===== config.mk =====
export PLATFORM = sky130hd
export DESIGN_NAME = button_gesture_mode_controller
export DESIGN_NICKNAME = d
export VERILOG_FILES = /design/src/hdl/bgmc_pkg.sv /design/src/hdl/button_gesture_mode_controller.sv /design/src/hdl/bgmc_core.sv
export SDC_FILE = /design/constraint.sdc
export NUM_CORES = 1
export LEC_CHECK = 0
export ABC_AREA = 1
export BUFFER_PORTS_ARGS = -buffer_cell sky130_fd_sc_hd__buf_2
export CORE_MARGIN = 2
export CORE_UTILIZATION = 55
export DETAILED_ROUTE_END_ITERATION = 6
export GPL_TIMING_DRIVEN = 0
export MAX_ROUTING_LAYER = met4
export PLACE_DENSITY = 0.87
export SLEW_MARGIN = 20
export SYNTH_ARGS = -nofsm -noshare
export SYNTH_HDL_FRONTEND = slang
export SYNTH_SLANG_ARGS = --single-unit

===== constraint.sdc =====
create_clock -name clk -period 4.4 [get_ports clk]
set_clock_uncertainty 0.2 [all_clocks]
set_input_delay 1.32 -clock clk [delete_from_list [all_inputs] [get_ports clk]]
set_output_delay 1.32 -clock clk [all_outputs]
set_load 0.02 [all_outputs]

===== src/hdl/bgmc_pkg.sv =====
// shared types, codes and constants of the button gesture mode controller
`default_nettype none
package bgmc_pkg;

  // default width of the click and hold age counters
  localparam int AGE_WIDTH_DEF = 16;

  // configuration register widths and reset values
  localparam int CFG_DATA_W = 16;
  localparam int CFG_IDX_W  = 1;
  localparam logic [CFG_DATA_W-1:0] DCW_RESET  = 16'd400;
  localparam logic [CFG_DATA_W-1:0] HOLD_RESET = 16'd700;

  // configuration register indexes
  localparam logic [CFG_IDX_W-1:0] REG_DOUBLE_CLICK_WINDOW = 1'b0;
  localparam logic [CFG_IDX_W-1:0] REG_HOLD_TIME           = 1'b1;

  // light modes
  typedef enum logic [1:0] {
    LIGHT_OFF      = 2'd0,
    LIGHT_SPA      = 2'd1,
    LIGHT_SHOWCASE = 2'd2,
    LIGHT_CANVAS   = 2'd3
  } mode_t;

  // reported events
  typedef enum logic [2:0] {
    EV_NONE     = 3'd0,
    EV_ACK      = 3'd1,
    EV_SHUTDOWN = 3'd2,
    EV_CYCLED   = 3'd3,
    EV_AON_ON   = 3'd4,
    EV_AON_OFF  = 3'd5
  } event_t;

  // configuration registers as seen by the gesture logic
  typedef struct packed {
    logic [CFG_DATA_W-1:0] double_click_window;
    logic [CFG_DATA_W-1:0] hold_time;
  } cfg_t;

  // one result item
  typedef struct packed {
    event_t event_code;
    logic   always_on_flag;
    mode_t  light_mode;
  } result_t;

  // mode sequence on an expired single click
  function automatic mode_t next_mode(input mode_t m);
    mode_t r;
    case (m)
      LIGHT_OFF:      r = LIGHT_SPA;
      LIGHT_SPA:      r = LIGHT_SHOWCASE;
      LIGHT_SHOWCASE: r = LIGHT_CANVAS;
      LIGHT_CANVAS:   r = LIGHT_SPA;
      default:        r = LIGHT_SPA;
    endcase
    return r;
  endfunction

endpackage
`default_nettype wire


===== src/hdl/button_gesture_mode_controller.sv =====
// top level of the button gesture mode controller: stream ports, config and result register
`default_nettype none
// Takes one tick item per transfer (click event and held level of the mode
// button) and returns exactly one result per tick: the light mode, the
// always-on flag and an event code. Throughput is one item per clock unless
// the result stream stalls: the gesture state is updated in a single pass of
// compare and increment logic and the result lands in one output register,
// valid in the cycle after its tick. A new item is taken whenever that output
// register is empty or its result is being transferred in the same cycle.
// Configuration writes (index 0: double-click window, index 1: hold time,
// both in ticks) are always taken and must be made while no tick is in flight.
module button_gesture_mode_controller
  import bgmc_pkg::*;
#(
  parameter int AGE_WIDTH = AGE_WIDTH_DEF
) (
  input  wire logic                  clk,
  input  wire logic                  rst_n,
  // input stream
  input  wire logic                  in_tvalid,
  output logic                       in_tready,
  input  wire logic [7:0]            in_tdata,   // [0] click, [1] held, [7:2] zero
  // result stream
  output logic                       out_tvalid,
  input  wire logic                  out_tready,
  output logic [7:0]                 out_tdata,  // [1:0] light_mode, [2] always_on_flag,
                                                 // [5:3] event_code, [7:6] zero
  // configuration writes
  input  wire logic                  cfg_valid,
  output logic                       cfg_ready,
  input  wire logic [CFG_IDX_W-1:0]  cfg_index,
  input  wire logic [CFG_DATA_W-1:0] cfg_data
);

  cfg_t    cfg_r;
  result_t res_nxt;
  result_t res_r;
  logic    out_valid_r;
  logic    in_xfer;

  // configuration registers
  assign cfg_ready = 1'b1;

  always_ff @(posedge clk) begin
    if (!rst_n) begin
      cfg_r.double_click_window <= DCW_RESET;
      cfg_r.hold_time           <= HOLD_RESET;
    end else if (cfg_valid) begin
      case (cfg_index)
        REG_DOUBLE_CLICK_WINDOW: cfg_r.double_click_window <= cfg_data;
        REG_HOLD_TIME:           cfg_r.hold_time           <= cfg_data;
        default:                 cfg_r                     <= cfg_r;
      endcase
    end
  end

  // take a tick when the result register is free or draining
  assign in_tready = !out_valid_r || out_tready;
  assign in_xfer   = in_tvalid && in_tready;

  bgmc_core #(
    .AGE_WIDTH(AGE_WIDTH)
  ) u_core (
    .clk     (clk),
    .rst_n   (rst_n),
    .step    (in_xfer),
    .click   (in_tdata[0]),
    .held    (in_tdata[1]),
    .cfg     (cfg_r),
    .res_nxt (res_nxt)
  );

  // result register
  always_ff @(posedge clk) begin
    if (!rst_n) begin
      out_valid_r <= 1'b0;
    end else if (in_xfer) begin
      out_valid_r <= 1'b1;
    end else if (out_tready) begin
      out_valid_r <= 1'b0;
    end
  end

  always_ff @(posedge clk) begin
    if (in_xfer) begin
      res_r <= res_nxt;
    end
  end

  assign out_tvalid = out_valid_r;
  assign out_tdata  = {2'b00, res_r.event_code, res_r.always_on_flag, res_r.light_mode};

endmodule
`default_nettype wire


===== src/hdl/bgmc_core.sv =====
// gesture state registers and the per-tick click, hold and expiry logic
`default_nettype none
module bgmc_core
  import bgmc_pkg::*;
#(
  parameter int AGE_WIDTH = AGE_WIDTH_DEF
) (
  input  wire logic    clk,
  input  wire logic    rst_n,
  input  wire logic    step,
  input  wire logic    click,
  input  wire logic    held,
  input  wire cfg_t    cfg,
  output result_t      res_nxt
);

  // compare width covers both the age counters and the 16-bit registers
  localparam int CMP_W = (AGE_WIDTH > CFG_DATA_W) ? AGE_WIDTH : CFG_DATA_W;
  localparam logic [AGE_WIDTH-1:0] AGE_MAX = {AGE_WIDTH{1'b1}};

  mode_t                mode_r, mode_nxt;
  logic                 pending_r, pending_nxt;
  logic [AGE_WIDTH-1:0] click_age_r, click_age_nxt;
  logic                 hold_active_r, hold_active_nxt;
  logic [AGE_WIDTH-1:0] hold_age_r, hold_age_nxt;
  logic                 hold_done_r, hold_done_nxt;
  logic                 aon_r, aon_nxt;
  event_t               ev;

  // one tick: pending click ages, then click, then hold, then expiry of a pending click
  always_comb begin
    logic [CMP_W-1:0] win;
    logic [CMP_W-1:0] hold_lim;
    win      = CMP_W'(cfg.double_click_window);
    hold_lim = CMP_W'(cfg.hold_time);

    mode_nxt        = mode_r;
    pending_nxt     = pending_r;
    click_age_nxt   = click_age_r;
    hold_active_nxt = hold_active_r;
    hold_age_nxt    = hold_age_r;
    hold_done_nxt   = hold_done_r;
    aon_nxt         = aon_r;
    ev              = EV_NONE;

    // pending click ages, saturating
    if (pending_r && (click_age_r != AGE_MAX)) begin
      click_age_nxt = click_age_r + AGE_WIDTH'(1);
    end

    // click (ignored after a completed hold): double click shuts down, otherwise a new pending click
    if (click && !hold_done_r) begin
      if (pending_r && (CMP_W'(click_age_nxt) <= win)) begin
        pending_nxt = 1'b0;
        mode_nxt    = LIGHT_OFF;
        ev          = EV_SHUTDOWN;
      end else begin
        pending_nxt   = 1'b1;
        click_age_nxt = '0;
        ev            = EV_ACK;
      end
    end

    // hold timer and always-on toggle
    if (held) begin
      if (!hold_active_r) begin
        hold_active_nxt = 1'b1;
        hold_age_nxt    = '0;
      end else begin
        if (hold_age_r != AGE_MAX) begin
          hold_age_nxt = hold_age_r + AGE_WIDTH'(1);
        end
        if (!hold_done_r && (CMP_W'(hold_age_nxt) >= hold_lim)) begin
          hold_done_nxt = 1'b1;
          pending_nxt   = 1'b0;
          aon_nxt       = !aon_r;
          if (!aon_r) begin
            if (mode_nxt == LIGHT_OFF) begin
              mode_nxt = LIGHT_SPA;
            end
            ev = EV_AON_ON;
          end else begin
            ev = EV_AON_OFF;
          end
        end
      end
    end else begin
      hold_active_nxt = 1'b0;
      hold_age_nxt    = '0;
      hold_done_nxt   = 1'b0;
    end

    // window ran out: cycle the mode
    if (pending_nxt && !hold_done_nxt && (CMP_W'(click_age_nxt) > win)) begin
      pending_nxt = 1'b0;
      mode_nxt    = next_mode(mode_nxt);
      ev          = EV_CYCLED;
    end
  end

  // result of this tick
  always_comb begin
    res_nxt.light_mode     = mode_nxt;
    res_nxt.always_on_flag = aon_nxt;
    res_nxt.event_code     = ev;
  end

  // state advances only on an input transfer
  always_ff @(posedge clk) begin
    if (!rst_n) begin
      mode_r        <= LIGHT_OFF;
      pending_r     <= 1'b0;
      click_age_r   <= '0;
      hold_active_r <= 1'b0;
      hold_age_r    <= '0;
      hold_done_r   <= 1'b0;
      aon_r         <= 1'b0;
    end else if (step) begin
      mode_r        <= mode_nxt;
      pending_r     <= pending_nxt;
      click_age_r   <= click_age_nxt;
      hold_active_r <= hold_active_nxt;
      hold_age_r    <= hold_age_nxt;
      hold_done_r   <= hold_done_nxt;
      aon_r         <= aon_nxt;
    end
  end

endmodule
`default_nettype wire

==> After elaboration in Yosys (flattened, before gate mapping) <==
Cells that the tools add are included.
{ "classes": {"add_sub_neg": 2, "magnitude_cmp": 3, "eq_ne": 5, "muxes": 38, "bitwise_logic": 1, "reduce_logical": 18} }
{ "ops": {"columns": ["op", "count"], "rows": [
  ["$mux 16", 8],
  ["$add 16x1->16 const B", 2],
  ["$ne 16x16->1 const B", 2],
  ["$mux 2", 9],
  ["$ge 16x16->1", 1],
  ["$gt 16x16->1", 1],
  ["$le 16x16->1", 1],
  ["$mux 1", 16],
  ["$mux 3", 4],
  ["$logic_and 1x1->1", 7],
  ["$pmux 2 s3", 1],
  ["$eq 2x2->1 const B", 2],
  ["$logic_not 1->1", 4],
  ["$logic_not 2->1", 2],
  ["$reduce_and 2->1", 2],
  ["$eq 2x1->1 const B", 1],
  ["$reduce_bool 2->1", 1],
  ["$reduce_or 2->1", 1],
  ["$logic_or 1x1->1", 1],
  ["$not 1->1", 1]
]} }
{ "totals": {"reg_bits": 77, "input_bits": 30, "out_inout_bits": 11, "wordCells": 80} }

==> Longest topological paths before layout <==
Gate-level depths: netlist (run 1).
{ "logic_depth": {"depth_word": 17, "ltp_mapped": 39, "ltp_nobuf": 38} }

==> By module <==
A second synthesis (run 1) with hierarchy kept.
{ "unflattened": {"hier_cells": 771, "hier_area_um2": 5232.5} }
{ "modules_own_cells": {"columns": ["module", "n_inst", "cells_each", "area_each_um2", "seq_area_each_um2"], "rows": [
  ["bgmc_core", 1, 585, 3682.3, 760.7],
  ["button_gesture_mode_controller", 1, 186, 1550.2, 840.8]
]} }

==> Worst setup path before layout (run 1) <==
OpenSTA, ideal clock, no wires.
{ "synth_timing": {"path_type": "register to register", "from": "reg u_core.click_age_r[0]", "to": "reg res_r, in the netlist out_tdata[0], data pin", "setup_time_ps": 254, "arrival_time_ps": 3605, "required_time_ps": 3946, "setup_slack_ps": 341, "path_stages_with_launch": 34, "n_path_buf": 1, "synth_period_minus_slack_ps": 4059, "path_cell_list": "dfxtp_1 ha_1 nand3_2 nor2_2 nand4_2 nand2_4 nor2_2 nand2_2 nor2_2 nand2_1 xor2_2 ha_1 nand4_1 nor2_1 nand2_1 nand2_1 nand2_1 nand2_1 nand2_1 buf_2 nand2_1 inv_1 ha_1 nand2_1 nor2_1 nand2_1 nand3_1 nand2_1 nand2_1 nand2_1 nor2_1 nand2_1 nand2_1 nand2_1"} }
{ "synth_rtl": {"columns": ["item", "line_no", "text"], "rows": [
  ["start: declaration", "bgmc_core.sv:23", "logic [AGE_WIDTH-1:0] click_age_r, click_age_nxt;"],
  ["start signal: assignment", "bgmc_core.sv:121", "click_age_r <= click_age_nxt;"],
  ["end signal: assignment", "button_gesture_mode_controller.sv:86", "res_r <= res_nxt;"],
  ["end: declaration", "button_gesture_mode_controller.sv:37", "result_t res_r;"]
]} }

==> out/metrics.yaml, run 1 <==
outcome: "finished, violations left"
violations: "setup timing"
dp.cells: 831
synth-simple-area-share_pct: 23.28
ios: 41
ys_ff_latch: 77
whs_ns: 0.2769
path_class: "flop to flop"
avgSynthCellArea_um2: 7.099
via_per_inst: 5.947
hpwlAfterDp_um: 9258
use_met2_pct: 48.35
cp_max_fo: 5
worstSkewPairLatency_ns: 0.36
synth_top_family_by_area: "simple AND/OR/NAND/NOR gates"
ys.warnings.count: 0
endpoint_kind: "flop"
drtAntennaViolNets: 0
gp_congestion: 0.9592
syn_to_final_growth_pct: 27.59
fin_crit_ns: 4.843
grtUsageTotal_pct: 28.99
slowest_stage: "dfxtp_2"
min_path_type: "flop to flop"
met3_usage_pct: 4.397
seq_area_frac_synth_pct: 32.60
start_util_pct: 56.60
final_cell_mix: "nand2_1 (125), inv_1 (90), a21oi_1 (65)"
fmax_ghz: 0.2065
p_leak_nw: 2.907
drtIter0Drc: 559
synth_cells: 692
finalNetCount: 840
fillCellCount: 597
cts_buffer_depth: 2
setup-tns-final_ns: -2.615
cts_buffers: 9
vias: 5186
core-area_mm2: 0.008678
grt_pass1_wl_um: 22170
required_ns: 4.32
critPathLaunchType: "flop"
synthAdderAreaFrac_pct: 12.99
grt_setup_unrepaired: "yes"
ir_worst_vdd_mv: 0.2189
stdcell_count: 872
worstPathArrival_ns: 4.77
num_rows: 34
clk_pin_slew_ns: 0.08
synth_enable_flop_cells: 6
synth.cell_area_mm2: 0.004912
final_common_cell: "nand2_1"
drive_gt1_share_pct: 26.57
die_h_um: 98.51
critical-path-max-stage-delay_ns: 0.39
hold_viol_final: 0
maxCapViolCount: 0
routed_wl_um: 15500
remaining_drc_errors: 0
place_ws_ns: -0.5393
met1_usage_pct: 34.68
dieArea_mm2: 0.009703
grt_pass1_vias: 4745
cts-root-buf: "clkbuf_8"
antenna_found_initial: 0
postSynth.asyncResetShare_pct: 0
worstMarginPinSlew_ns: 0.8842
slew_headroom_pct: 41.05
cts_sinks: 77
n_antenna_cell: 0
synthDistinctLibCells: 39
busiest_layer: "met2"
cts_tree: "done"
powerDensity_mw_per_mm2: 302.4
overflow: 0
fin_crit_sh_pct: 110.1
grt_start_max_net_pins: 16
setup_ws_ns: -0.4426
cp_common_cell: "nand2_1"
die-width_um: 98.51
setup_viol: 7
wire_per_inst_um: 17.77
first_pass_iters: 5
drv_slew: 0
synthXorXnorAreaFrac_pct: 4.585
synth.area.mux_share_pct: 0
h-tree-depth: 3
synthFlopType: "dfxtp_1"
synth_compound_area_share_pct: 15.72
portBuffers: 30
[synthesized netlist by cell type, types with 3 or more instances]
cell,number,area (um2)
nand2_1,148,555.5
inv_1,107,401.6
a21oi_1,72,360.4
dfxtp_1,71,1421
ha_1,51,638.1
nor2_1,47,176.4
o21ai_0,47,235.2
nand3_1,19,95.09
clkbuf_1,18,67.56
nand4_1,13,81.33
xor2_1,13,113.9
o211ai_1,9,67.56
xnor2_1,9,78.83
nor2_2,8,50.05
nor3_1,7,35.03
edfxtp_1,6,180.2
nand2_2,6,37.54
a211oi_1,4,30.03
inv_2,4,15.01
a21oi_2,3,26.28
buf_4,3,22.52
nand3_2,3,30.03
[registers in the layout, summed over array words and instances, names as in the netlist]
signal	count
u_core.hold_active_r	1
out_tvalid	1
cfg_r	32
u_core.mode_r	2
u_core.hold_done_r	1
u_core.pending_r	1
u_core.click_age_r	16
out_tdata	6
u_core.aon_r	1
u_core.hold_age_r	16
[final timing paths]
kind / slack, ns / from / end / depth (start not counted)
max: -0.44 / u_core.click_age_r[9] / out_tdata[0] / 36
min: 0.28 / cfg_r[8] / cfg_r[8] / 2
max reg2reg: -0.44 / u_core.click_age_r[9] / out_tdata[0] / 36
min reg2reg: 0.28 / cfg_r[8] / cfg_r[8] / 2
[per-layer routing]
metal  part of all wire [%]  vias to the layer above
li1                       -                     2379
met1                     38                     2350
met2                     48                      358
met3                    8.7                       99
met4                    5.7                        0
met5                      0                        -
[repair_timing]
action / CTS / global route
pin swaps: 32 / 35
setup buffers: 15 / 9
hold buffers: 0 / 0
endpoints found under the hold margin: 0 / 0
gates cloned: 1 / 0
gates resized for setup: 89 / 58
setup endpoints to repair: 7 / 7
[layout make-up]
| type | count | area [um2] | area share [%] |
|---|---|---|---|
| tap | 108 | 135.1 | 2.156 |
| clock inverter | 3 | 68.82 | 1.098 |
| sequential | 77 | 1622 | 25.87 |
| buffer | 23 | 115.1 | 1.837 |
| timing repair buffer | 55 | 370.4 | 5.909 |
| inverter | 113 | 431.7 | 6.888 |
| clock buffer | 13 | 148.9 | 2.376 |
| multi-input combinational | 480 | 3376 | 53.86 |
[per-stage QoR]
step	util (%)	cell area [um2]	total power [mW]
floorplan	-	4916	1.013
global placement	59.93	5201	1.086
detailed placement	59.93	5201	1.106
CTS	68.25	5923	1.787
global route	72.22	6267	1.968
finish	72.22	6267	1.895
[cells by family after synthesis]
group | count (synthesis)
AOI/OAI and AO/OA | 142
DFF | 77
other | 2
xor gates and xnor gates | 24
buffers and inverters | 136
and+or+nand+nor | 260
adders and majority gates | 51
[worst max-delay path: cells and delay by family (launching register included)]
kind	cells	cell delay, ns
AOI/OAI and AO/OA	1	0.09
DFF	1	0.39
adders and majority gates	2	0.55
and+or+nand+nor	27	2.69
buffers and inverters	6	0.65
[power breakdown]
part	switching, mW	internal [mW]	leakage (nW)
Clock	0.272	0.338	0.108
Sequential	0.0296	0.750	0.648
Combinational	0.316	0.190	2.15
Total	0.617	1.28	2.91
Power figures use the tool's default switching activity.
==> run 2, diff against run 1 <==
--- a/config.mk
+++ b/config.mk
@@ -12,7 +12,7 @@
 export DETAILED_ROUTE_END_ITERATION = 6
 export GPL_TIMING_DRIVEN = 0
 export MAX_ROUTING_LAYER = met4
-export PLACE_DENSITY = 0.87
+export PLACE_DENSITY = 0.77
 export SLEW_MARGIN = 20
 export SYNTH_ARGS = -nofsm -noshare
 export SYNTH_HDL_FRONTEND = slang
==> run 2 against run 1 <==
  * Non-clock buffer count shrank 12
  * Register-to-register slack better by 0.32 ns
  * Largest power group unchanged
  * Final cell count fell by 1.4%
  * Sequential power hardly changed
  * Clock power increased by 5.4%
  * Global-route usage decreased by 1.8 points
  * Largest cell class unchanged
  * The flow still finishes with violations (setup timing)
  * Power is 3.8% lower
==> out/metrics.yaml, run 2 (synthesis gave the netlist of run 1 again) <==
outcome: "finished, violations left"
violations: "setup timing"
largest_reg_flops: 32
switchingPower_mw: 0.5856
drtAntennaViolNets: 0
ir_worst_vdd_mv: 0.2228
cp_num_buf_inv: 3
rrSetupSlack_ns: -0.13
vias: 4778
first_pass_iters: 5
via_per_inst: 5.556
setup_viol: 7
startpoint: "u_core.click_age_r[1]"
final_common_cell: "nand2_1"
grt_start_max_net_pins: 16
n_antenna_cell: 0
design_area_mm2: 0.005857
gp_congestion: 0.9414
intPower_mw: 1.238
endpoint_kind: "flop"
cts-root-buf: "clkbuf_8"
antenna_found_initial: 0
overflow: 0
path_class: "flop to flop"
cts_buffers: 9
whs_ns: 0.2798
die-width_um: 98.51
reg2reg_from: "u_core.click_age_r[1]"
portBuffers: 30
reg_top3: "cfg_r x32, u_core.click_age_r x16, u_core.hold_age_r x16"
remaining_drc_errors: 0
cp_max_fo: 6
fmax_ghz: 0.2210
setup_ws_ns: -0.1252
core-area_mm2: 0.008678
post_dp_cell_area_mm2: 0.005201
drive_gt1_share_pct: 20.61
r2r_end: "u_core.mode_r[1]"
cp_top_family: "simple AND/OR/NAND/NOR gates"
fin_crit_ns: 4.525
slew_headroom_pct: 44.67
drtIter0Drc: 260
hpwlAfterDp_um: 9251
path_depth: 33
p_seq_share_pct: 42.6
r2r.worst_path.cells: 33
num_rows: 34
syn_to_final_growth_pct: 19.23
regMostFlops: "cfg_r"
grt_pass1_vias: 4575
crit_path_end: "u_core.mode_r[1]"
p_sw_share_pct: 32.11
cts_tree: "done"
cts_buffer_depth: 2
hold_viol_final: 0
fin_crit_sh_pct: 102.8
maxCapViolCount: 0
cts_sinks: 77
slowest_stage: "dfxtp_4"
min_path_type: "flop to flop"
h-tree-depth: 3
start_util_pct: 56.60
drv_slew: 0
p_comb_share_pct: 22.1
grt_pass1_wl_um: 20820
required_ns: 4.48
clkPwrFrac_pct: 35.3
critPathLaunchType: "flop"
grt_setup_unrepaired: "yes"
worstMarginPinSlew_ns: 0.8299
clk_pin_slew_ns: 0.10
ios: 41
grtUsageTotal_pct: 27.20
powerDensity_mw_per_mm2: 311.4
cp_common_cell: "nand2_2"
worstPathArrival_ns: 4.61
p_leak_nw: 2.768
die_h_um: 98.51
routed_wl_um: 12960
finalNetCount: 828
worstSkewPairLatency_ns: 0.38
final_cell_mix: "nand2_1 (132), inv_1 (98), a21oi_1 (68)"
dieArea_mm2: 0.009703
fillCellCount: 708
wire_per_inst_um: 15.07
critical-path-max-stage-delay_ns: 0.36
==> run 2: cell types whose count changed in the layout (fill, tap and decap cells not counted), moves of 4 or more <==
cell / before / now
buf_4: 26 / 15
ha_1: 35 / 42
ha_4: 16 / 9
inv_1: 90 / 98
inv_2: 18 / 11
nand2_1: 125 / 132
nand2_2: 10 / 14
nand2_4: 17 / 9
nor2_1: 35 / 40
nor2_2: 14 / 10
==> run 2: layout make-up <==
class                      instances  area (um2)  share of cell area (%)
clock inverter                     6       93.84                   1.602
timing repair buffer              43       251.5                   4.294
tap                              108       135.1                   2.307
multi-input combinational        480        3084                   52.66
buffer                            23       110.1                   1.880
sequential                        77        1615                   27.58
clock buffer                      10       137.6                   2.350
inverter                         113       429.2                   7.327
==> run 2: per-layer routing <==
| layer | GRT usage (%) | wire (um) | vias to the layer above |
|---|---|---|---|
| met3 | 4.184 | 738 | 37 |
| li1 | - | - | 2347 |
| met4 | 11.17 | 385 | 0 |
| met1 | 32.71 | 5464 | 2230 |
| met5 | - | 0 | - |
| met2 | 45.68 | 6375 | 164 |
==> run 2: worst reg2reg max path, delay by kind of cell (launching register included) <==
kind            cells  cell delay [ns]
flops               1             0.36
buf+inv             3             0.25
simple gates       25             2.48
compound gates      1             0.20
fa+ha+maj           3             0.79
xor+xnor            1             0.16
==> run 2: how the worst min path moves through the flow <==
stage                                    start                    to  slack (ns)  cells past startpoint
after global routing                  cfg_r[8]              cfg_r[8]        0.30                      2
after detailed placement              cfg_r[6]              cfg_r[6]        0.26                      2
after global placement    u_core.hold_age_r[6]  u_core.hold_age_r[6]        0.26                      2
after CTS                             cfg_r[6]              cfg_r[6]        0.27                      2
final                                cfg_r[14]             cfg_r[14]        0.28                      2
after floorplan                      cfg_r[14]             cfg_r[14]        0.24                      2
==> run 2: power groups by stage <==
stage | sequential (mW) | combinational (mW) | clock (mW)
global placement | 0.787 | 0.304 | 0
CTS | 0.774 | 0.350 | 0.637
global route | 0.781 | 0.447 | 0.668
detailed placement | 0.789 | 0.316 | 0
floorplan | 0.792 | 0.222 | 0
finish | 0.777 | 0.404 | 0.643
==> run 2: what timing repair did <==
action	CTS	global route
pin swaps	17	23
hold buffers	0	0
setup buffers	7	5
gates resized for setup	41	46
gates cloned	1	0
setup endpoints to repair	7	7
==> run 2: metrics by stage <==
step | utilization [%] | TNS [ns] | std cells | worst slack (ns) | total power, mW
finish | 67.49 | -0.6412 | 860 | -0.1252 | 1.824
global placement | 59.93 | -2.998 | 831 | -0.4955 | 1.091
floorplan | - | 0 | 693 | 0.3408 | 1.013
CTS | 64.98 | 0 | 855 | 0.001434 | 1.762
detailed placement | 59.93 | -3.343 | 831 | -0.5212 | 1.105
global route | 67.49 | -1.826 | 860 | -0.3208 | 1.896
==> run 3, diff against run 2 <==
--- a/config.mk
+++ b/config.mk
@@ -12,7 +12,8 @@
 export DETAILED_ROUTE_END_ITERATION = 6
 export GPL_TIMING_DRIVEN = 0
 export MAX_ROUTING_LAYER = met4
-export PLACE_DENSITY = 0.77
+export PLACE_DENSITY = 0.86
+export SKIP_LAST_GASP = 1
 export SLEW_MARGIN = 20
 export SYNTH_ARGS = -nofsm -noshare
 export SYNTH_HDL_FRONTEND = slang
==> run 3 against run 2 <==
  * The run still ends with setup timing left
  * Setup slack lost 0.096 ns
  * Non-clock buffer count increased by 1
  * Cell area rose by 3.5%
  * Largest cell class unchanged
  * Highest routed layer unchanged
==> out/metrics.yaml, run 3 (synthesis gave the netlist of run 1 again) <==
grt_start_max_net_pins: 16
multi_input_area_mm2: 0.003261
cts_buffers: 9
final_cell_mix: "nand2_1 (125), inv_1 (96), a21oi_1 (64)"
setup_ws_ns: -0.2215
cts_tree: "done"
cp_max_fo: 6
cp_top_family: "simple AND/OR/NAND/NOR gates"
cts_sinks: 77
via_per_inst: 5.918
vias: 5095
portBuffers: 30
hold_viol_final: 0
drive_gt1_share_pct: 24.17
setup-tns-final_ns: -1.305
ir_worst_vdd_mv: 0.1777
die_h_um: 98.51
outcome: "finished, violations left"
critPathLaunchType: "flop"
drtIter0Drc: 410
fin_crit_ns: 4.621
gp_congestion: 0.9327
overflow: 0
violations: "setup timing"
regMostFlops: "cfg_r"
worstSkewPairLatency_ns: 0.36
powerDensity_mw_per_mm2: 311.6
syn_to_final_growth_pct: 23.41
wire_per_inst_um: 16.97
worstPathArrival_ns: 4.53
largest_reg_flops: 32
path_class: "flop to flop"
finalNetCount: 829
routed_wl_um: 14610
n_antenna_cell: 0
grt_pass1_vias: 4652
seq_area_mm2: 0.001625
cts_buffer_depth: 2
h-tree-depth: 3
cp_common_cell: "nand2_1"
place_ws_ns: -0.5241
hpwlAfterDp_um: 9638
start_util_pct: 56.60
antenna_found_initial: 0
drv_slew: 0
endpoint_kind: "flop"
fillCellCount: 624
core-area_mm2: 0.008678
reg_top3: "cfg_r x32, u_core.click_age_r x16, u_core.hold_age_r x16"
final_common_cell: "nand2_1"
grt_setup_unrepaired: "yes"
worstMarginPinSlew_ns: 0.8201
rrSetupSlack_ns: -0.22
grt_pass1_wl_um: 21310
post_dp_cell_area_mm2: 0.005201
fin_util_pct: 69.85
grtUsageTotal_pct: 27.61
min_path_type: "flop to flop"
fmax_ghz: 0.2164
remaining_drc_errors: 0
p_leak_nw: 2.820
cts-root-buf: "clkbuf_8"
slowest_stage: "dfxtp_4"
critical-path-max-stage-delay_ns: 0.36
maxCapViolCount: 0
slew_headroom_pct: 45.33
clk_pin_slew_ns: 0.08
setup_viol: 7
dieArea_mm2: 0.009703
design_area_mm2: 0.006062
ios: 41
die-width_um: 98.51
required_ns: 4.31
fin_crit_sh_pct: 105.0
first_pass_iters: 6
num_rows: 34
cp_num_buf_inv: 4
drtAntennaViolNets: 0
## run 3: changes by cell type in the layout (fill, tap and decap cells not counted), moves of 3 or more
cell / previous run / this run
dfxtp_1: 62 / 58
nand2_4: 9 / 13
a21oi_2: 7 / 11
ha_4: 9 / 15
ha_1: 42 / 36
a21oi_1: 68 / 64
nand2_2: 14 / 17
nand2_1: 132 / 125
## run 3: power by group
group | leakage, nW | switching [mW] | internal (mW)
Combinational | 2.05 | 0.295 | 0.167
Sequential | 0.649 | 0.0293 | 0.750
Clock | 0.118 | 0.276 | 0.372
## run 3: final timing paths
check	from	to	cells after the start
setup reg to reg	u_core.click_age_r[0]	out_tdata[4]	34
setup / recovery	u_core.click_age_r[0]	out_tdata[4]	34
hold reg to reg	cfg_r[8]	cfg_r[8]	2
hold / removal	cfg_r[8]	cfg_r[8]	2
## run 3: what timing repair did
item                                    CTS  global route
gates resized for setup                  40            82
hold buffers                              0             0
cloned                                    1             0
pin swaps                                16            37
buffers inserted                          4             9
endpoints found under the setup margin    7             7
## run 3: tightest hold or removal path: stages (launching register included)
cell     delay [ns]
dfxtp_1        0.30
inv_1          0.07
a21oi_1        0.06
## run 3: layout make-up
class	count	area share (%)
sequential	77	26.81
buffer	23	1.816
tap	108	2.229
multi-input combinational	480	53.79
clock buffer	12	2.745
inverter	113	7.079
timing repair buffer	44	4.272
clock inverter	4	1.259
## run 3: metal layers
| layer | wire [um] | global-route usage [%] |
|---|---|---|
| met5 | 0 | - |
| met4 | 876 | 11.49 |
| met3 | 1101 | 3.050 |
| met2 | 7159 | 47.25 |
| met1 | 5472 | 33.14 |
## run 3: metrics by stage
stage / std cells / power, mW / hold WS [ns]
final: 861 / 1.889 / 0.2663
after global placement: 831 / 1.086 / 0.2536
after floorplan: 693 / 1.013 / 0.2353
after detailed placement: 831 / 1.110 / 0.2534
after CTS: 852 / 1.771 / 0.2638
after global routing: 861 / 1.950 / 0.2973
